$ cat config.mk
export PLATFORM = sky130hd
export DESIGN_NAME = jcws_front
export DESIGN_NICKNAME = d
export VERILOG_FILES = /design/src/jcws_pkg.sv /design/src/jcws_front.sv
export SDC_FILE = /design/constraint.sdc
export NUM_CORES = 1
export LEC_CHECK = 0
export ABC_AREA = 1
export ABC_CLOCK_PERIOD_IN_PS = 8100
export BUFFER_PORTS_ARGS = -buffer_cell sky130_fd_sc_hd__clkbuf_2
export CORE_AREA = 8 8 173 175
export DETAILED_ROUTE_END_ITERATION = 10
export DIE_AREA = 0 0 181 183
export GPL_TIMING_DRIVEN = 0
export HOLD_SLACK_MARGIN = 0.12
export PLACE_DENSITY = 0.84
export REMOVE_ABC_BUFFERS = 1
export SLEW_MARGIN = 20
export SYNTH_ARGS = -nofsm -noshare
export SYNTH_HDL_FRONTEND = slang
export SYNTH_SLANG_ARGS = --single-unit
$ cat constraint.sdc
create_clock -name clock -period 8.1 [get_ports clock]
set_clock_uncertainty 0.1 [all_clocks]
set_input_delay 1.62 -clock clock [delete_from_list [all_inputs] [get_ports clock]]
set_output_delay 1.62 -clock clock [all_outputs]
set_load 0.01 [all_outputs]
$ cat src/jcws_pkg.sv
`timescale 1ns / 1ps
`default_nettype none
package jcws_pkg;

   localparam int SecW  = 23;   // 2^32-1 ms / 1000 fits in 23 bits
   localparam int IvW   = 16;
   localparam int SlotW = 17;
   localparam int RatW  = 24;   // product of three 8-bit divisors
   localparam int HashW = 32;
   localparam int MixW  = 8;

   localparam int FIFO_DEPTH    = 4;
   localparam int PRE_PAUSE_DEF = 5;

   // x / 1000 == (x * RECIP_1000) >> 38 for every 32-bit x
   localparam logic [28:0] RECIP_1000 = 29'h10624DD3;

   localparam logic [IvW-1:0]   DEF_IV      = 16'd60;
   localparam logic [IvW-1:0]   DEF_WIN     = 16'd10;
   localparam logic [IvW-1:0]   ALWAYS_LEFT = 16'd3600;
   localparam logic [HashW-1:0] HASH_K1     = 32'h7feb352d;
   localparam logic [HashW-1:0] HASH_K2     = 32'h846ca68b;

   localparam logic [1:0] MODE_ALWAYS = 2'd0;
   localparam logic [1:0] MODE_START  = 2'd1;

   typedef enum logic [2:0] {
      CSR_MODE  = 3'd0,
      CSR_IV    = 3'd1,
      CSR_WIN   = 3'd2,
      CSR_SEED  = 3'd3,
      CSR_MIXP  = 3'd4,
      CSR_MIXD  = 3'd5,
      CSR_EVEND = 3'd6,
      CSR_QUADD = 3'd7
   } csr_idx_type;

   typedef struct packed {
      logic [1:0]      mode;
      logic [IvW-1:0]  iv_len;
      logic [IvW-1:0]  win_len;
      logic [31:0]     seed;
      logic [MixW-1:0] mix_period;
      logic [MixW-1:0] mix_div;
      logic [MixW-1:0] even_div;
      logic [MixW-1:0] quad_div;
   } cfg_type;

   typedef struct packed {
      logic            alw;
      logic [SecW-1:0] sec;
   } item_type;

   function automatic logic [HashW-1:0] hash_fold(input logic [HashW-1:0] v,
                                                  input int sh);
      return v ^ (v >> sh);
   endfunction

   // window length of one interval, before start offset
   function automatic logic [IvW-1:0] eff_win(
      input logic [IvW-1:0] fw,
      input logic [IvW-1:0] iv,
      input logic           keep,
      input logic           ev_on,
      input logic           qd_on,
      input logic [1:0]     lsb,
      input logic [IvW-1:0] q_m,
      input logic [IvW-1:0] q_me,
      input logic [IvW-1:0] q_mq,
      input logic [IvW-1:0] q_meq);
      logic           e;
      logic           q;
      logic [IvW-1:0] w;
      e = ev_on && !lsb[0];
      q = qd_on && (lsb == 2'b00);
      if (keep) begin
         w = fw;
      end else begin
         case ({e, q})
            2'b11:   w = q_meq;
            2'b10:   w = q_me;
            2'b01:   w = q_mq;
            default: w = q_m;
         endcase
         if (w < 16'd2) begin
            w = 16'd2;
         end
      end
      if (w > iv) begin
         w = iv;
      end
      return w;
   endfunction

endpackage
`default_nettype wire

$ cat src/jcws_front.sv
`timescale 1ns / 1ps
`default_nettype none
// takes the beat, marks always-mode items and converts ms to s
module jcws_front import jcws_pkg::*; (
   input  wire logic        clock,
   input  wire logic        reset,
   input  wire logic [1:0]  mode,
   input  wire logic        req_valid,
   output logic             req_stall,
   input  wire logic [31:0] req_now_ms,
   output logic             push,
   output item_type         item,
   input  wire logic        full
);

   logic        vld_ff, vld_in;
   logic [31:0] now_ff;
   logic        accept;
   logic [60:0] prod;

   assign req_stall = vld_ff && full;
   assign accept    = req_valid && !req_stall;
   assign push      = vld_ff && !full;
   assign vld_in    = accept || (vld_ff && full);

   assign prod     = 61'(now_ff) * 61'(RECIP_1000);
   assign item.sec = prod[60:38];
   assign item.alw = mode == MODE_ALWAYS;

   always_ff @(posedge clock) begin
      if (reset) begin
         vld_ff <= 1'b0;
      end else begin
         vld_ff <= vld_in;
      end
   end

   always_ff @(posedge clock) begin
      if (accept) begin
         now_ff <= req_now_ms;
      end
   end

endmodule
`default_nettype wire

==> results of run 1 <==
[area by class of cell]
class,instances,area (sq um)
well taps,346,433
inverters,766,2880
multi-input cells,1419,14800
flip-flops and latches,33,981
clock buffers,8,136
fillers,1927,6970
repair buffers,156,1080
[logic make-up (layout without fill, tap and decap cells)]
logic type	after synthesis	count (layout)	synth area share
adder cells (fa/ha/maj)	686	686	0.610
AND/OR/NAND/NOR	687	687	0.159
buffers and inverters	766	930	0.162
flip-flops	33	33	0.0553
AO/OA/AOI/OAI	46	46	0.0144
[worst paths after layout]
| check | from | end | slack (ns) |
|---|---|---|---|
| worst max-delay path | now_ff[22]$_DFFE_PP_ | item[3] | 0.03 |
| worst max register to register | vld_ff$_SDFF_PP0_ | now_ff[0]$_DFFE_PP_ | 6.70 |
| worst min register to register | vld_ff$_SDFF_PP0_ | vld_ff$_SDFF_PP0_ | 0.39 |
| worst min-delay path | vld_ff$_SDFF_PP0_ | vld_ff$_SDFF_PP0_ | 0.39 |
[routing by layer]
layer,up-vias,GRT usage
met3,236,0.0400
met1,7068,0.351
met4,0,0.161
met5,-,0
li1,6812,-
met2,651,0.529
[tightest hold or removal path: cells and delay by family, from the launching register on]
kind	cells	cell delay, ns
DFF	1	0.31
AOI/OAI and AO/OA	1	0.07
and+or+nand+nor	1	0.07
[metrics by stage]
stage	instances	TNS [ns]	utilization	cell area [sq um]
finish	2728	0	0.745	20400
global route	2728	-1.91	0.745	20400
CTS	2694	0	0.702	19200
detailed placement	2628	-0.905	0.678	18500
global placement	2627	-0.0788	0.677	18500
floorplan	2218	0	-	17700
[repair_timing]
action	CTS	global route
pin swaps	1	62
setup buffers	58	34
gates resized for setup	18	185
endpoints found under the setup margin	23	23
[synth_stat cells]
| library cell | count | area share |
|---|---|---|
| and3_1 | 1 | 0.00035 |
| nor2_2 | 10 | 0.0035 |
| a21o_1 | 1 | 0.00042 |
| or2_2 | 1 | 0.00035 |
| nor2_4 | 3 | 0.0019 |
| fa_1 | 298 | 0.34 |
| nor3_1 | 7 | 0.0020 |
| nand4_1 | 16 | 0.0056 |
| ha_1 | 388 | 0.27 |
| and2_1 | 9 | 0.0032 |
| a21oi_1 | 35 | 0.0099 |
| o31ai_1 | 1 | 0.00042 |
| edfxtp_1 | 32 | 0.054 |
| a21oi_2 | 2 | 0.00099 |
| nand3_1 | 50 | 0.014 |
| inv_2 | 10 | 0.0021 |
| nand2_2 | 5 | 0.0018 |
| inv_1 | 756 | 0.16 |
| nand2_1 | 491 | 0.10 |
| nor3_2 | 3 | 0.0017 |
| nor4_2 | 1 | 0.00071 |
| nand3b_1 | 2 | 0.00085 |
| dfxtp_1 | 1 | 0.0011 |
| nor2_1 | 88 | 0.019 |
| o21bai_1 | 4 | 0.0017 |
| o21ai_0 | 2 | 0.00056 |
| o21a_1 | 1 | 0.00042 |
[sequential cells by signal, summed over array words and instances (netlist names)]
| name | cells |
|---|---|
| vld_ff | 1 |
| now_ff | 32 |
==> flow_summary_export.csv, run 1 <==
group,metric,value,unit
route,wl_per_cell,19.2,um
floorplan,std_cell_core_area,27300,sq um
route,totalWireLength,52500,um
synth,synth.ff_latch_count,33,
floorplan,die-height,183,um
global_routing,grt_first_pass_wirelength,77200,um
placement,place.port_buffers,63,
critical_path,setup.worst_path.class,"reg -> out",
floorplan,initial_utilization,0.649,
global_routing,grt_remaining_overflow,0,
sta,worstMarginPinSlew,0.516,ns
floorplan,boundaryPins,64,
critical_path,timing.critical_path.max_delay_family,"adder cells",
synth,synth_warnings,0,
global_routing,global_route_usage_over_all_layers,0.299,
sta,max_slew_margin,0.656,
run,max_cap_viol_count,0,
layout,synthToLayoutAreaGrowth,14.7,%
route,wl_met1,19800,um
critical_path,timing.critical_path.cells,"ha_1, fa_1, fa_1, inv_1, fa_1, inv_1, fa_1, fa_1, fa_1, inv_1, fa_1, inv_1, ha_4, nand2_2, nor2_4, nand2_2, nor4_4, nand2_1, nand3_1, nand2_1, nand2_1, clkbuf_2",
floorplan,die_outline_width,181,um
sta,setup_viol,0,
global_routing,first_global_vias,15500,
critical_path,worst-path-stages,22,
sta,hold_violations,0,
critical_path,cp_common_cell,"fa_1",
critical_path,crit_path_max_incr_delay,0.54,ns
run_status,run_status,"finished, final reports clean",
route,drt_first_pass_iters,6,
critical_path,worstPathArrival,6.35,ns
cts,cts.path.max_buffers,2,
synth,avgSynthCellArea,8.00,sq um
sta,finalWorstSetupSlack,0.0251,ns
route,vias_per_cell,5.41,
route,number_of_nets_still_failing_antenna_checks_after_routing,0,
sta,fin_crit_sh,0.997,
cts,cts_inserted_buffers,5,
synth,seq_area_frac_synth,0.0553,
worst_hold_path,min_delay_path_depth,2,
layout,drive_above_1_share,0.148,
critical_path,cp-start-kind,"register",
route,routed-via-count,14800,
critical_path,reg2reg_depth,4,
placement,finalWeightedCongestion,1.01,
sta,final.hold.worst_slack,0.392,ns
cts,clk_transition_reported_paths,0.05,ns
sta,slew_violations,0,
floorplan,fp.dieArea,33100,sq um
sta,timing.fmax,0.124,GHz
cts,tritoncts,"done",
cts,cts.sinks,33,
route,route.detailed.drc,0,
layout,final_cell_mix,"inv_1 (748), nand2_1 (447), ha_1 (349)",
synth,syn_area,17700,sq um
route,met2WireLength,25400,um
route,routed-wl-met3,3510,um
placement,pre_cts_ws,-0.170,ns
synth,postSynthCellCount,2218,
route,initialDrtViolationCount,927,
cts,ctsHtreeMaxLevel,2,
cts,cts-root-buf,"clkbuf_16",
placement,dp.final_hpwl,41100,um
layout,final_common_cell,"inv_1",
layout,fin_nets,3105,
global_routing,antenna_found_initial,0,
cts,worst_skew_pair.late_latency,0.29,ns
global_routing,grt_max_degree,23,
critical_path,critPathMaxFanout,4,
cts,cts_hold_repair.buffers,0,
sta,rsz0062_at_grt,"yes",
critical_path,cp-end-kind,"primary output",
worst_hold_path,worstHoldPathType,"reg -> reg",
synth,post_synth_num_cell_types,27,
layout,antenna-diode-count,0,
floorplan,std_cell_rows,61,
sta,period_needed,8.07,ns
critical_path,cp.required,6.38,ns
critical_path,cpMaxStageDelayCell,"fa_1",
critical_path,number_of_buffers_and_inverters_on_the_critical_path,5,
route,top_sig_layer,"met4",
Power of run 1 is left out: the tool's default activity adds up to more than one toggle a clock period on the data nets, which glitch-free logic cannot reach.
==> run 2: changes to the inputs <==
--- a/config.mk
+++ b/config.mk
@@ -6,14 +6,14 @@
 export NUM_CORES = 1
 export LEC_CHECK = 0
 export ABC_AREA = 1
-export ABC_CLOCK_PERIOD_IN_PS = 8100
+export ABC_CLOCK_PERIOD_IN_PS = 9700
 export BUFFER_PORTS_ARGS = -buffer_cell sky130_fd_sc_hd__clkbuf_2
-export CORE_AREA = 8 8 173 175
+export CORE_AREA = 8 8 122 237
 export DETAILED_ROUTE_END_ITERATION = 10
-export DIE_AREA = 0 0 181 183
+export DIE_AREA = 0 0 130 245
 export GPL_TIMING_DRIVEN = 0
 export HOLD_SLACK_MARGIN = 0.12
-export PLACE_DENSITY = 0.84
+export PLACE_DENSITY = 0.87
 export REMOVE_ABC_BUFFERS = 1
 export SLEW_MARGIN = 20
 export SYNTH_ARGS = -nofsm -noshare
==> constraint.sdc (replaced) <==
create_clock -name clock -period 9.7 [get_ports clock]
set_clock_uncertainty 0.1 [all_clocks]
set_input_delay 1.94 -clock clock [delete_from_list [all_inputs] [get_ports clock]]
set_output_delay 1.94 -clock clock [all_outputs]
set_load 0.01 [all_outputs]
==> run 2 against run 1 <==
Effect of this change:
- design area fell by 8.2%
- non-clock buffer count down 92
- critical endpoint is now item[9]
- register-to-register slack gained 1.7 ns
- flip-flop and latch count is the same
- first-iteration DRC count is 12% lower
==> flow_summary_export.csv, run 2 (synthesized netlist as in run 1, its figures left out) <==
group,metric,value,unit
route,number_of_nets_still_failing_antenna_checks_after_routing,0,
sta,timing.fmax,0.109,GHz
cts,cts_hold_repair.buffers,0,
critical_path,timing.critical_path.cells,"ha_1, fa_1, fa_1, inv_1, fa_1, inv_1, fa_1, fa_1, fa_1, inv_1, fa_1, inv_1, ha_1, nand2_1, nor2_1, nand2_1, nor2_1, nand2_1, nand3_1, nand3_1, nand2_1, nand2_1, nand2_1, clkbuf_2",
cts,cts.path.max_buffers,2,
critical_path,cp_common_cell,"fa_1",
layout,drive_above_1_share,0.0467,
floorplan,initial_utilization,0.684,
global_routing,antenna_found_initial,0,
global_routing,grt_first_pass_wirelength,79400,um
sta,worstMarginPinSlew,0.835,ns
route,totalWireLength,50400,um
worst_hold_path,worstHoldPathType,"reg -> reg",
route,drt_first_pass_iters,7,
global_routing,first_global_vias,15900,
sta,slew_violations,0,
critical_path,r2r_setup_slack,8.36,ns
floorplan,die_outline_width,130,um
route,initialDrtViolationCount,818,
cts,clk_transition_reported_paths,0.05,ns
sta,hold_violations,0,
cts,ctsHtreeMaxLevel,2,
layout,fin_nets,3013,
route,routed-via-count,14300,
placement,finalWeightedCongestion,0.973,
sta,final.hold.worst_slack,0.391,ns
layout,antenna-diode-count,0,
run,max_cap_viol_count,0,
cts,cts.sinks,33,
critical_path,cp-start-kind,"register",
sta,rsz0062_at_grt,"no",
floorplan,std_cell_core_area,26000,sq um
cts,cts_post_setup_buffers_inserted,0,
route,route.detailed.drc,0,
cts,cts-root-buf,"clkbuf_16",
critical_path,setup.worst_path.class,"reg -> out",
critical_path,crit_path_max_incr_delay,0.89,ns
critical_path,critPathMaxFanout,11,
critical_path,cp.required,7.66,ns
critical_path,cp-end-kind,"primary output",
critical_path,cpMaxStageDelayCell,"edfxtp_1",
sta,totalNegativeSetupSlack,0,ns
global_routing,global_route_usage_over_all_layers,0.337,
floorplan,boundaryPins,64,
layout,synthToLayoutAreaGrowth,5.28,%
sta,period_needed,9.15,ns
route,wl_per_cell,19.2,um
layout,final_cell_mix,"inv_1 (756), nand2_1 (491), ha_1 (388)",
run_status,run_status,"finished, final reports clean",
placement,place.port_buffers,63,
layout,largest-register,"now_ff",
layout,utilization,0.720,
cts,cts_resized,0,
placement,dp.final_hpwl,43400,um
route,vias_per_cell,5.41,
floorplan,die-height,245,um
cts,tritoncts,"done",
layout,largest_register_ff_count,32,
critical_path,worstPathArrival,7.11,ns
sta,max_slew_margin,0.443,
sta,fin_crit_sh,0.943,
global_routing,grt_remaining_overflow,0,
sta,setup_viol,0,
global_routing,grt_max_degree,26,
floorplan,fp.dieArea,31900,sq um
floorplan,std_cell_rows,84,
layout,final_common_cell,"inv_1",
cts,cts_inserted_buffers,5,
cts,worst_skew_pair.late_latency,0.31,ns
layout,top_regs,"now_ff (32), vld_ff (1)",
[run 2: cell count changes in the layout (fill, tap and decap cells not counted), sizes merged]
cell      before  now
buf           96    1
bufinv         0    1
inv          765  766
clkinv         0    1
clkinvlp       1    0
clkbuf        68   69
[run 2: final timing paths]
kind | startpoint | end | cells after the start
max | now_ff[9]$_DFFE_PP_ | item[9] | 24
min | vld_ff$_SDFF_PP0_ | vld_ff$_SDFF_PP0_ | 2
max reg2reg | vld_ff$_SDFF_PP0_ | now_ff[30]$_DFFE_PP_ | 4
min reg2reg | vld_ff$_SDFF_PP0_ | vld_ff$_SDFF_PP0_ | 2
[run 2: layer usage]
metal | share of wire | global-route usage | vias to the layer above | wire, um
li1 | - | - | 6615 | -
met1 | 0.34 | 0.335 | 6773 | 17300
met2 | 0.50 | 0.591 | 586 | 25400
met3 | 0.053 | 0.0528 | 283 | 2660
met4 | 0.10 | 0.292 | 0 | 5080
met5 | 0 | 0 | - | 0
[run 2: through the flow]
step	std cells	area (sq um)	setup slack [ns]
2_1_floorplan	2218	17700	2.08
3_3_place_gp	2625	18500	1.13
3_5_place_dp	2626	18500	1.06
4_1_cts	2634	18700	0.745
5_1_grt	2634	18700	0.282
6_report	2634	18700	0.550
[run 2: layout make-up]
| cell class | count | area (sq um) |
|---|---|---|
| well taps | 344 | 430 |
| flip-flops and latches | 33 | 981 |
| multi-input cells | 1419 | 13900 |
| inverters | 766 | 2880 |
| clock buffers | 6 | 129 |
| fillers | 1989 | 7280 |
| clock inverters | 2 | 35.0 |
| repair buffers | 64 | 335 |
[run 2: worst max-delay path: cells and delay by family, from the launching register on]
family | cells | cell delay (ns)
AND/OR/NAND/NOR | 10 | 1.42
buffers and inverters | 5 | 0.36
adder cells (fa/ha/maj) | 9 | 4.13
flip-flops | 1 | 0.89
Power of run 2 is left out for the same reason.
