File: src/jcws_pkg.sv
`timescale 1ns / 1ps
`default_nettype none
package jcws_pkg;

   localparam int SecW  = 23;   // 2^32-1 ms / 1000 fits in 23 bits
   localparam int IvW   = 16;
   localparam int SlotW = 17;
   localparam int RatW  = 24;   // product of three 8-bit divisors
   localparam int HashW = 32;
   localparam int MixW  = 8;

   localparam int FIFO_DEPTH    = 4;
   localparam int PRE_PAUSE_DEF = 5;

   // x / 1000 == (x * RECIP_1000) >> 38 for every 32-bit x
   localparam logic [28:0] RECIP_1000 = 29'h10624DD3;

   localparam logic [IvW-1:0]   DEF_IV      = 16'd60;
   localparam logic [IvW-1:0]   DEF_WIN     = 16'd10;
   localparam logic [IvW-1:0]   ALWAYS_LEFT = 16'd3600;
   localparam logic [HashW-1:0] HASH_K1     = 32'h7feb352d;
   localparam logic [HashW-1:0] HASH_K2     = 32'h846ca68b;

   localparam logic [1:0] MODE_ALWAYS = 2'd0;
   localparam logic [1:0] MODE_START  = 2'd1;

   typedef enum logic [2:0] {
      CSR_MODE  = 3'd0,
      CSR_IV    = 3'd1,
      CSR_WIN   = 3'd2,
      CSR_SEED  = 3'd3,
      CSR_MIXP  = 3'd4,
      CSR_MIXD  = 3'd5,
      CSR_EVEND = 3'd6,
      CSR_QUADD = 3'd7
   } csr_idx_type;

   typedef struct packed {
      logic [1:0]      mode;
      logic [IvW-1:0]  iv_len;
      logic [IvW-1:0]  win_len;
      logic [31:0]     seed;
      logic [MixW-1:0] mix_period;
      logic [MixW-1:0] mix_div;
      logic [MixW-1:0] even_div;
      logic [MixW-1:0] quad_div;
   } cfg_type;

   typedef struct packed {
      logic            alw;
      logic [SecW-1:0] sec;
   } item_type;

   function automatic logic [HashW-1:0] hash_fold(input logic [HashW-1:0] v,
                                                  input int sh);
      return v ^ (v >> sh);
   endfunction

   // window length of one interval, before start offset
   function automatic logic [IvW-1:0] eff_win(
      input logic [IvW-1:0] fw,
      input logic [IvW-1:0] iv,
      input logic           keep,
      input logic           ev_on,
      input logic           qd_on,
      input logic [1:0]     lsb,
      input logic [IvW-1:0] q_m,
      input logic [IvW-1:0] q_me,
      input logic [IvW-1:0] q_mq,
      input logic [IvW-1:0] q_meq);
      logic           e;
      logic           q;
      logic [IvW-1:0] w;
      e = ev_on && !lsb[0];
      q = qd_on && (lsb == 2'b00);
      if (keep) begin
         w = fw;
      end else begin
         case ({e, q})
            2'b11:   w = q_meq;
            2'b10:   w = q_me;
            2'b01:   w = q_mq;
            default: w = q_m;
         endcase
         if (w < 16'd2) begin
            w = 16'd2;
         end
      end
      if (w > iv) begin
         w = iv;
      end
      return w;
   endfunction

endpackage
`default_nettype wire

File: src/jcws_fifo.sv
`timescale 1ns / 1ps
`default_nettype none
module jcws_fifo import jcws_pkg::*; #(
   parameter int DEPTH = FIFO_DEPTH
) (
   input  wire logic     clock,
   input  wire logic     reset,
   input  wire logic     push,
   input  wire item_type din,
   output logic          full,
   input  wire logic     pop,
   output item_type      dout,
   output logic          empty
);

   localparam int PW = (DEPTH > 1) ? $clog2(DEPTH) : 1;
   localparam int CW = $clog2(DEPTH + 1);

   item_type        mem_ff [DEPTH];
   logic [PW-1:0]   wr_ptr_ff, wr_ptr_in;
   logic [PW-1:0]   rd_ptr_ff, rd_ptr_in;
   logic [CW-1:0]   cnt_ff, cnt_in;

   assign full  = cnt_ff == CW'(DEPTH);
   assign empty = cnt_ff == '0;
   assign dout  = mem_ff[rd_ptr_ff];

   always_comb begin
      wr_ptr_in = wr_ptr_ff;
      rd_ptr_in = rd_ptr_ff;
      cnt_in    = cnt_ff;
      if (push) begin
         wr_ptr_in = (wr_ptr_ff == PW'(DEPTH - 1)) ? '0 : wr_ptr_ff + 1'b1;
      end
      if (pop) begin
         rd_ptr_in = (rd_ptr_ff == PW'(DEPTH - 1)) ? '0 : rd_ptr_ff + 1'b1;
      end
      case ({push, pop})
         2'b10:   cnt_in = cnt_ff + 1'b1;
         2'b01:   cnt_in = cnt_ff - 1'b1;
         default: cnt_in = cnt_ff;
      endcase
   end

   always_ff @(posedge clock) begin
      if (reset) begin
         wr_ptr_ff <= '0;
         rd_ptr_ff <= '0;
         cnt_ff    <= '0;
      end else begin
         wr_ptr_ff <= wr_ptr_in;
         rd_ptr_ff <= rd_ptr_in;
         cnt_ff    <= cnt_in;
      end
   end

   always_ff @(posedge clock) begin
      if (push) begin
         mem_ff[wr_ptr_ff] <= din;
      end
   end

endmodule
`default_nettype wire

File: config.mk
export PLATFORM = sky130hd
export DESIGN_NAME = jcws_fifo
export DESIGN_NICKNAME = d
export VERILOG_FILES = /design/src/jcws_pkg.sv /design/src/jcws_fifo.sv
export SDC_FILE = /design/constraint.sdc
export NUM_CORES = 1
export LEC_CHECK = 0
export BUFFER_PORTS_ARGS = -buffer_cell sky130_fd_sc_hd__buf_2
export CAP_MARGIN = 25
export CORE_ASPECT_RATIO = 0.5
export CORE_MARGIN = 2
export CORE_UTILIZATION = 39
export CTS_CLUSTER_DIAMETER = 200
export CTS_CLUSTER_SIZE = 25
export DETAILED_ROUTE_END_ITERATION = 8
export GPL_TIMING_DRIVEN = 0
export HOLD_SLACK_MARGIN = 0.05
export PLACE_DENSITY = 0.67
export RECOVER_POWER = 50
export SETUP_SLACK_MARGIN = 0.15
export SLEW_MARGIN = 10
export SYNTH_ARGS = -nofsm -noshare
export SYNTH_HDL_FRONTEND = slang
export SYNTH_SLANG_ARGS = --single-unit
File: constraint.sdc
create_clock -name clock -period 1.66 [get_ports clock]
set_clock_uncertainty 0.1 [all_clocks]
set_input_delay 0.332 -clock clock [delete_from_list [all_inputs] [get_ports clock]]
set_output_delay 0.332 -clock clock [all_outputs]
set_load 0.01 [all_outputs]
==> results of run 1 <==
-- power groups by stage --
stage	clock [mW]	sequential, mW	combinational [mW]
5_1_grt	2.29	3.05	0.687
3_5_place_dp	0	3.10	0.524
6_report	2.16	3.04	0.632
4_1_cts	2.20	3.04	0.585
2_1_floorplan	0	3.09	0.322
3_3_place_gp	0	3.09	0.502
-- what timing repair did --
item | 4_1_cts | 5_1_grt
setup endpoints to repair | 122 | 29
pin swaps | 0 | 0
gates cloned | 1 | 2
setup buffers | 2 | 0
resized for setup | 21 | 18
-- layout make-up --
cell class | count | area (um^2)
plain buffers | 6 | 80.1
clock buffers | 9 | 225
clock inverters | 7 | 83.8
fillers | 802 | 4740
inverters | 7 | 26.3
multi-input cells | 57 | 831
flip-flops and latches | 105 | 3070
well taps | 135 | 169
repair buffers | 57 | 412
-- per-layer routing --
layer  up-vias  wire (um)  track usage (%)  part of all wire (%)
li1        852          -                -                     -
met1       945       2870             14.8                    42
met2        44       3480             22.3                    51
met3         6        375             5.15                   5.5
met4         0         69             3.88                   1.0
met5         -          0                0                     0
-- state kept, by name, indices dropped and copies added (netlist names), named ones only --
name	count
wr_ptr_ff	2
cnt_ff	3
rd_ptr_ff	2
mem_ff	96
-- worst max-delay path, stage by stage (launching register included) --
cell	delay, ns
dfxtp_2	0.34
buf_12	0.14
clkbuf_16	0.16
mux4_2	0.51
buf_6	0.14
-- cells in the final DEF (no fill, tap or decap) --
cell | netlist | final
edfxtp_1 | 96 | 96
clkbuf_1 | 1 | 25
mux4_2 | 20 | 21
buf_6 | 1 | 18
buf_2 | 2 | 11
clkbuf_16 | 0 | 10
nor2_1 | 7 | 7
dfxtp_1 | 9 | 6
and2_4 | 0 | 5
ha_1 | 6 | 5
inv_1 | 7 | 4
inv_2 | 0 | 3
buf_12 | 2 | 3
buf_4 | 0 | 3
mux4_1 | 4 | 3
a21oi_1 | 4 | 3
dfxtp_2 | 0 | 3
xor2_1 | 2 | 2
nor3b_1 | 2 | 2
mux2i_1 | 2 | 2
inv_8 | 0 | 2
clkinv_4 | 0 | 2
clkbuf_2 | 0 | 1
nor3_2 | 0 | 1
and3_4 | 0 | 1
o21ai_0 | 1 | 1
or3_1 | 1 | 1
a21oi_2 | 0 | 1
fa_2 | 0 | 1
ha_2 | 0 | 1
inv_6 | 0 | 1
clkinv_2 | 0 | 1
bufinv_16 | 0 | 1
buf_16 | 0 | 1
-- cells by family (layout without fill, tap and decap cells) --
family | count (synthesis) | in the layout | synth area share (%)
and+or+nand+nor | 16 | 17 | 2.12
adders and majority gates | 7 | 7 | 2.41
xor gates and xnor gates | 2 | 2 | 0.443
DFF | 105 | 105 | 77.5
AOI/OAI and AO/OA | 5 | 5 | 0.633
buffers and inverters | 13 | 86 | 2.31
muxes | 26 | 26 | 14.6
-- worst min path at each step --
stage                         start            end  slack (ns)  depth (start not counted)
after floorplan               reset      cnt_ff[2]        0.30                          1
after global placement    cnt_ff[2]      cnt_ff[2]        0.38                          2
after detailed placement  cnt_ff[1]      cnt_ff[1]        0.42                          2
after CTS                    din[9]   mem_ff[0][9]        0.09                          1
after global routing         din[9]   mem_ff[1][9]        0.13                          1
final                       din[12]  mem_ff[2][12]        0.15                          1
-- metrics by stage --
| step | util (%) | hold WS (ns) |
|---|---|---|
| floorplan | - | 0.301 |
| global placement | 45.6 | 0.382 |
| detailed placement | 45.6 | 0.420 |
| CTS | 49.9 | 0.0856 |
| global route | 50.8 | 0.127 |
| finish | 50.8 | 0.147 |
==> qor.txt, run 1 <==
Status: complete, but fails checks
Failing checks: setup timing
Cell count after synthesis: 174
Crit end category: primary output
Reg-to-reg startpoint: cnt_ff[0]
Root Buffer: clkbuf_16
Finished Layout Cells: 383
Sequential-to-total area share from yosys stat: 77.5%
Initial DRT Pass Iterations: 4
Final Cycle Share: 125%
Layout cells sized above 1: 36.7%
DP Area: 0.00440 mm^2
Ys Warns: 0
CP Max Fanout: 6
Clock power share: 37.0%
Routed wire per std cell: 17.7 um
H-Tree Depth: 3
Core area: 0.00963 mm^2
Final setup fails: 24
Worst path required time: 1.23 ns
Worst vdd ir: 0.000583 V
PD cells: 1190 mW/mm^2
P_int: 4.54 mW
Part of the power in registers: 52.2%
Pre-CTS setup slack: -0.280 ns
Starting Density: 41.0%
Clk buf depth: 2
CP Launch Type: flip-flop
Post-synth EDFFs: 96
Switching share of power: 22.2%
Post-Synthesis Cell Area: 0.00395 mm^2
Initial antenna violation count: 0
Vias per inst: 4.82
Final antenna-violating net count: 0
Iteration-0 DRC Markers: 108
Top post-synthesis cells by area: edfxtp_1, mux4_2, dfxtp_1
Reg2reg setup slack: 0.10 ns
Post-synthesis register bit count: 105
Area Overhead vs Synth: 23.8%
Slew @ Worst Pin: 0.414 ns
Gr ovfl total: 0
Die footprint: 0.0110 mm^2
Post-synth top area cell: edfxtp_1
Max Slew Vio Count: 0
LEAKAGE: 1.65 nW
Final worst slack: -0.412 ns
Setup TNS: -8.92 ns
Worst-path clk slew: 0.07 ns
Critical path arrival: 1.64 ns
Yosys top cell area share: 73.0%
Clk_lat worst skew: 0.34 ns
Via count: 1,847
Num CTS Buffers: 9
Final hold vios: 0
Syn_area_per_cell: 22.7 um^2
Post-Route WL: 6.80 mm
Placed cell count: 362
FF-to-FF path depth: 5
Switching power: 1.29 mW
R2r endpoint: cnt_ff[2]
First-pass GRT wire length: 10.1 mm
Vias in the first global route: 1,940
Antenna diodes: 0
Crit path capture: dout[12]
Worst slew margin: 72.4%
Logic pwr share: 10.8%
Most frequent cells after synthesis: edfxtp_1, mux4_2, dfxtp_1
Maxcap violations: 0
DP HPWL: 4.12 mm
Cell area after layout: 0.00489 mm^2
Post-synth ARST share: 0%
Worst hold-check path type: primary input to flip-flop
Total power: 5.83 mW
Clock sink total: 105
Count leader, synth: edfxtp_1
Fmax: 483 MHz
Min Tclk post-route: 2.07 ns
DR DRC count: 0
Port Buffer Count: 53
Die width: 146 um
RSZ-0062 raised after global routing: true
All-layer global routing usage: 12.7%
TritonCTS clock tree: yes
Main synth FF type: edfxtp_1
Synth unique cells: 21
Post-Syn Nets: 209
Critical path class: flip-flop to primary output
Number of hold buffers added after cts: 0
Fin nets: 278
Die height: 75.2 um
Site row count: 25
IO Pins: 54
Largest net degree at the start of global routing: 25
Gpl congestion: 0.695
Note: power is estimated with default switching activity, not from simulation.
==> inputs of run 2 (changes only) <==
--- a/config.mk
+++ b/config.mk
@@ -17,6 +17,7 @@
 export HOLD_SLACK_MARGIN = 0.05
 export PLACE_DENSITY = 0.67
 export RECOVER_POWER = 50
+export REMOVE_ABC_BUFFERS = 1
 export SETUP_SLACK_MARGIN = 0.15
 export SLEW_MARGIN = 10
 export SYNTH_ARGS = -nofsm -noshare
==> run 2 against run 1 <==
Net effect:
- the flow still finishes with violations (setup timing)
- die area stayed put
- power down 1.8%
- global-route usage grew 0.52 points
- clock power fell by 8%
- first-iteration DRC count rose by 19%
- non-clock buffer count up 9
- register-to-register slack lost 0.03 ns
- critical path depth shrank 1
- worst hold slack lost 0.0026 ns
- cell count is 2.1% higher
- critical endpoint is now dout[6]
- largest power group unchanged
- highest routed layer unchanged
==> qor.txt, run 2 (same netlist as run 1, synthesis figures left out) <==
Status: complete, but fails checks
Failing checks: setup timing
LEAKAGE: 1.70 nW (+3.3%)
Worst path required time: 1.23 ns (about the same)
Starting Density: 41.0% (unchanged)
Number of hold buffers added after cts: 0 (unchanged)
Largest regs: mem_ff (96), cnt_ff (3)
Final hold vios: 0 (unchanged)
H-Tree Depth: 3 (unchanged)
CP top delay family: multiplexers
Clk_lat worst skew: 0.34 ns (about the same)
Post-Route WL: 6.88 mm (+1.3%)
Die height: 75.2 um (unchanged)
Routed wire per std cell: 17.6 um (-0.81%)
Maxcap violations: 0 (unchanged)
Most common cell after layout, fill and taps aside: edfxtp_1
Worst slew margin: 77.7% (+5.3 points)
Max Slew Vio Count: 0 (unchanged)
Master of the slowest instance on the critical path: mux4_2
Final antenna-violating net count: 0 (unchanged)
Critical path class: flip-flop to primary output
Die width: 146 um (unchanged)
CP Launch Type: flip-flop
Worst path cell trace: buf_16 -> mux4_2 -> buf_6
Root Buffer: clkbuf_16
Worst vdd ir: 0.000632 V (+8.4%)
Vias per inst: 4.72 (-2.2%)
Fin nets: 286 (+2.9%)
Reg2reg setup slack: 0.07 ns (-0.03 ns)
Port Buffer Count: 53 (unchanged)
Antenna diodes: 0 (unchanged)
Initial antenna violation count: 0 (unchanged)
Crit end category: primary output
Slew @ Worst Pin: 0.334 ns (-0.0798 ns)
Initial DRT Pass Iterations: 4 (unchanged)
Gr ovfl total: 0 (unchanged)
DR DRC count: 0 (unchanged)
Via count: 1,844 (-0.16%)
Iteration-0 DRC Markers: 129 (+19%)
TritonCTS clock tree: yes
Die footprint: 0.0110 mm^2 (unchanged)
Worst-path clk slew: 0.07 ns (about the same)
Final Cycle Share: 123% (-2.0 points)
Core Util, Final: 52.4% (+1.6 points)
PD cells: 1130 mW/mm^2 (-4.9%)
Area Overhead vs Synth: 27.8%
RSZ-0062 raised after global routing: true
Core area: 0.00963 mm^2 (unchanged)
Clock sink total: 105 (unchanged)
Buf/Inv on CP: 2 (-1)
Clk buf depth: 2 (unchanged)
Setup TNS: -8.38 ns (+0.544 ns)
Max reg flops: 96 (unchanged)
Layout cells sized above 1: 40.2% (+3.5 points)
Site row count: 25 (unchanged)
All-layer global routing usage: 13.2% (+0.52 points)
Worst hold-check path type: primary input to flip-flop
First-pass GRT wire length: 10.4 mm (+3.3%)
Final worst slack: -0.379 ns (+0.0333 ns)
Largest net degree at the start of global routing: 20 (-20%)
Fmax: 490 MHz (+1.6%)
Num CTS Buffers: 9 (unchanged)
IO Pins: 54 (unchanged)
Final setup fails: 24 (unchanged)
Slowest stage delay, CP: 0.53 ns (+0.02 ns)
Gpl congestion: 0.721 (+3.7%)
Commonest non-fill, non-tap cells in the layout: edfxtp_1, clkbuf_1, mux4_2, buf_6, buf_2
Critical path arrival: 1.61 ns (-0.03 ns)
DP HPWL: 4.33 mm (+5.1%)
Vias in the first global route: 1,984 (+2.3%)
CP Max Fanout: 7 (+1)
Min Tclk post-route: 2.04 ns (-0.0333 ns)
Most flops, register: mem_ff
==> run 2: path summary, 6_finish.rpt <==
path                            cells after the start            end         start
worst min register to register                      2      flip-flop  rd_ptr_ff[0]
worst min-delay path                                1  mem_ff[0][21]       din[21]
worst max-delay path                                3        dout[6]     flip-flop
worst max register to register                      5      cnt_ff[2]     cnt_ff[1]
==> run 2: through the flow <==
stage / power [mW] / hold slack [ns] / setup WS [ns] / cell area, um^2 / instances
finish: 5.72 / 0.145 / -0.379 / 5050 / 391
global route: 5.94 / 0.135 / -0.435 / 5050 / 391
CTS: 5.70 / 0.0886 / -0.392 / 4890 / 384
detailed placement: 3.64 / 0.427 / -0.394 / 4470 / 362
global placement: 3.57 / 0.377 / -1.16 / 4320 / 356
floorplan: 3.38 / 0.301 / -0.608 / 3890 / 168
==> run 2: layout make-up <==
class                           count  area, um^2
Inverter                            7        26.3
Fill cell                         765        4580
Multi-Input combinational cell     56         827
Clock buffer                        9         225
Tap cell                          135         169
Timing Repair Buffer               72         668
Sequential cell                   105        3070
Clock inverter                      7        60.1
==> run 2: what timing repair did <==
action / in CTS / in global routing
gates cloned: 1 / 0
buffers inserted: 5 / 7
gates resized for setup: 34 / 16
pin swaps: 2 / 0
setup endpoints to repair: 122 / 83
endpoints found under the hold margin: 0 / 0
==> run 2: routing by layer <==
layer | global-route usage, % | share of wire [%] | vias to the layer above
met2 | 22.2 | 52 | 36
met1 | 16.8 | 44 | 941
met5 | 0 | 0 | -
met3 | 4.73 | 3.5 | 6
met4 | 3.67 | 0.99 | 0
li1 | - | - | 861
==> run 2: worst register-to-register path, stage by stage (launching register included) <==
cell     delay [ns]
dfxtp_2        0.38
inv_2          0.06
fa_2           0.35
xor2_1         0.15
or3_1          0.34
a21oi_2        0.14
==> run 2: where the power goes <==
group          switching, mW  total [mW]  leakage, nW  internal [mW]
clock network          0.948        1.99        0.138           1.05
registers             0.0568        3.06        0.958           3.01
logic                  0.294       0.668        0.606          0.374
total                   1.30        5.72         1.70           4.43
==> inputs of run 3 (changes only) <==
--- a/config.mk
+++ b/config.mk
@@ -15,7 +15,7 @@
 export DETAILED_ROUTE_END_ITERATION = 8
 export GPL_TIMING_DRIVEN = 0
 export HOLD_SLACK_MARGIN = 0.05
-export PLACE_DENSITY = 0.67
+export PLACE_DENSITY = 0.65
 export RECOVER_POWER = 50
 export REMOVE_ABC_BUFFERS = 1
 export SETUP_SLACK_MARGIN = 0.15
==> constraint.sdc (replaced) <==
create_clock -name clock -period 2.4 [get_ports clock]
set_clock_uncertainty 0.1 [all_clocks]
set_input_delay 0.48 -clock clock [delete_from_list [all_inputs] [get_ports clock]]
set_output_delay 0.48 -clock clock [all_outputs]
set_load 0.01 [all_outputs]
==> run 3 against run 2 <==
Net effect:
- the flow now finishes without violations
- flip-flop and latch count did not move
- sequential share of layout area grew 3.2 points
- critical endpoint is now dout[19]
- die area stayed put
- global-route usage is 0.14 points higher
==> qor.txt, run 3 (same netlist as run 1, synthesis figures left out) <==
Area Overhead vs Synth: 21.1%
Most flops, register: mem_ff
DR DRC count: 0 (unchanged)
Critical path arrival: 1.63 ns (+0.02 ns)
Initial DRT Pass Iterations: 4 (unchanged)
Max Slew Vio Count: 0 (unchanged)
Initial antenna violation count: 0 (unchanged)
H-Tree Depth: 3 (unchanged)
IO Pins: 54 (unchanged)
Routed wire per std cell: 17.9 um (+1.9%)
Site row count: 25 (unchanged)
Min Tclk post-route: 2.21 ns
Worst slew margin: 63.9% (-14 points)
All-layer global routing usage: 13.4% (+0.14 points)
Die footprint: 0.0110 mm^2 (unchanged)
Status: complete, no violations
CP Launch Type: flip-flop
Placed cell count: 365 (+0.83%)
Fill count: 808 (+5.6%)
Largest net degree at the start of global routing: 20 (unchanged)
RSZ-0062 raised after global routing: true
Fmax: 453 MHz
CP Max Fanout: 5 (-2)
Most common cell after layout, fill and taps aside: edfxtp_1
PD cells: 808 mW/mm^2 (-29%)
Gpl congestion: 0.684 (-5.1%)
Core Util, Final: 49.7% (-2.7 points)
Via count: 1,876 (+1.7%)
Worst path required time: 1.82 ns (+0.59 ns)
Clock sink total: 105 (unchanged)
Maxcap violations: 0 (unchanged)
Commonest non-fill, non-tap cells in the layout: edfxtp_1, buf_2, clkbuf_1, mux4_2, clkbuf_16
Worst-path clk slew: 0.07 ns (about the same)
Core area: 0.00963 mm^2 (unchanged)
Worst vdd ir: 0.000443 V (-30%)
Die width: 146 um (unchanged)
Fin nets: 279 (-2.4%)
Final setup fails: 0 (-100%)
Iteration-0 DRC Markers: 155 (+20%)
First-pass GRT wire length: 10.4 mm (about the same)
Vias in the first global route: 1,975 (-0.45%)
LEAKAGE: 1.61 nW (-5.2%)
Number of hold buffers added after cts: 0 (unchanged)
Critical path class: flip-flop to primary output
Antenna diodes: 0 (unchanged)
TritonCTS clock tree: yes
Clk buf depth: 2 (unchanged)
Port Buffer Count: 53 (unchanged)
Layout cells sized above 1: 30.9% (-9.3 points)
Largest regs: mem_ff (96), cnt_ff (3)
Vias per inst: 4.89 (+3.6%)
Starting Density: 41.0% (unchanged)
Post-Route WL: 6.88 mm (about the same)
Crit end category: primary output
Final antenna-violating net count: 0 (unchanged)
Num CTS Buffers: 9 (unchanged)
Gr ovfl total: 0 (unchanged)
Max reg flops: 96 (unchanged)
DP HPWL: 4.63 mm (+7.0%)
DP Area: 0.00446 mm^2 (-0.34%)
Die height: 75.2 um (unchanged)
Root Buffer: clkbuf_16
Clk_lat worst skew: 0.34 ns (about the same)
Finished Layout Cells: 384 (-1.8%)
Slew @ Worst Pin: 0.542 ns (+0.208 ns)
Worst hold-check path type: primary input to flip-flop
Final Cycle Share: 92.0%
Final hold vios: 0 (unchanged)
Cell area after layout: 0.00479 mm^2 (-5.2%)
-- run 3: metal layers --
layer | wire, um | share of wire, % | GRT usage (%) | vias up
met1 | 3100 | 45 | 16.1 | 978
li1 | - | - | - | 856
met5 | 0 | 0 | 0 | -
met3 | 263 | 3.8 | 3.94 | 10
met2 | 3400 | 49 | 23.3 | 32
met4 | 114 | 1.7 | 5.83 | 0
-- run 3: what timing repair did --
item / in CTS / in global routing
cloned: 1 / 1
resized for setup: 3 / 1
setup endpoints to repair: 19 / 3
buffers inserted: 1 / 0
-- run 3: cell type report --
type                            count  area [um^2]  area share (%)
Clock buffer                        9          225            4.71
Clock inverter                      7         65.1            1.36
Inverter                            7         26.3           0.549
Multi-Input combinational cell     56          797            16.7
Sequential cell                   105         3070            64.1
Tap cell                          135          169            3.53
Timing Repair Buffer               65          435            9.10
-- run 3: stage by stage --
stage | hold WS, ns | setup slack [ns] | power [mW] | TNS [ns]
floorplan | 0.361 | -0.0162 | 2.34 | -0.0648
global placement | 0.379 | -0.562 | 2.47 | -11.64
finish | 0.292 | 0.193 | 3.87 | 0
detailed placement | 0.431 | 0.270 | 2.52 | 0
CTS | 0.237 | 0.147 | 3.90 | 0
global route | 0.290 | 0.135 | 4.01 | 0
-- run 3: report_power, final --
group / switching, mW / total [mW] / internal (mW)
registers: 0.0344 / 2.11 / 2.08
clock network: 0.659 / 1.38 / 0.723
logic: 0.188 / 0.372 / 0.183
-- run 3: worst paths after layout --
| check | slack [ns] | to | startpoint | depth (start not counted) |
|---|---|---|---|---|
| min | 0.29 | mem_ff[1][14] | din[14] | 1 |
| max reg2reg | 0.61 | mem_ff[2][13] | wr_ptr_ff[0] | 5 |
| max | 0.19 | dout[19] | flip-flop | 3 |
| min reg2reg | 0.45 | cnt_ff[0] | cnt_ff[0] | 2 |
-- run 3: worst max-delay path, stage by stage, from the launching register on --
cell and delay (ns):
dfxtp_4 0.43, buf_12 0.14, mux4_1 0.55, buf_2 0.16
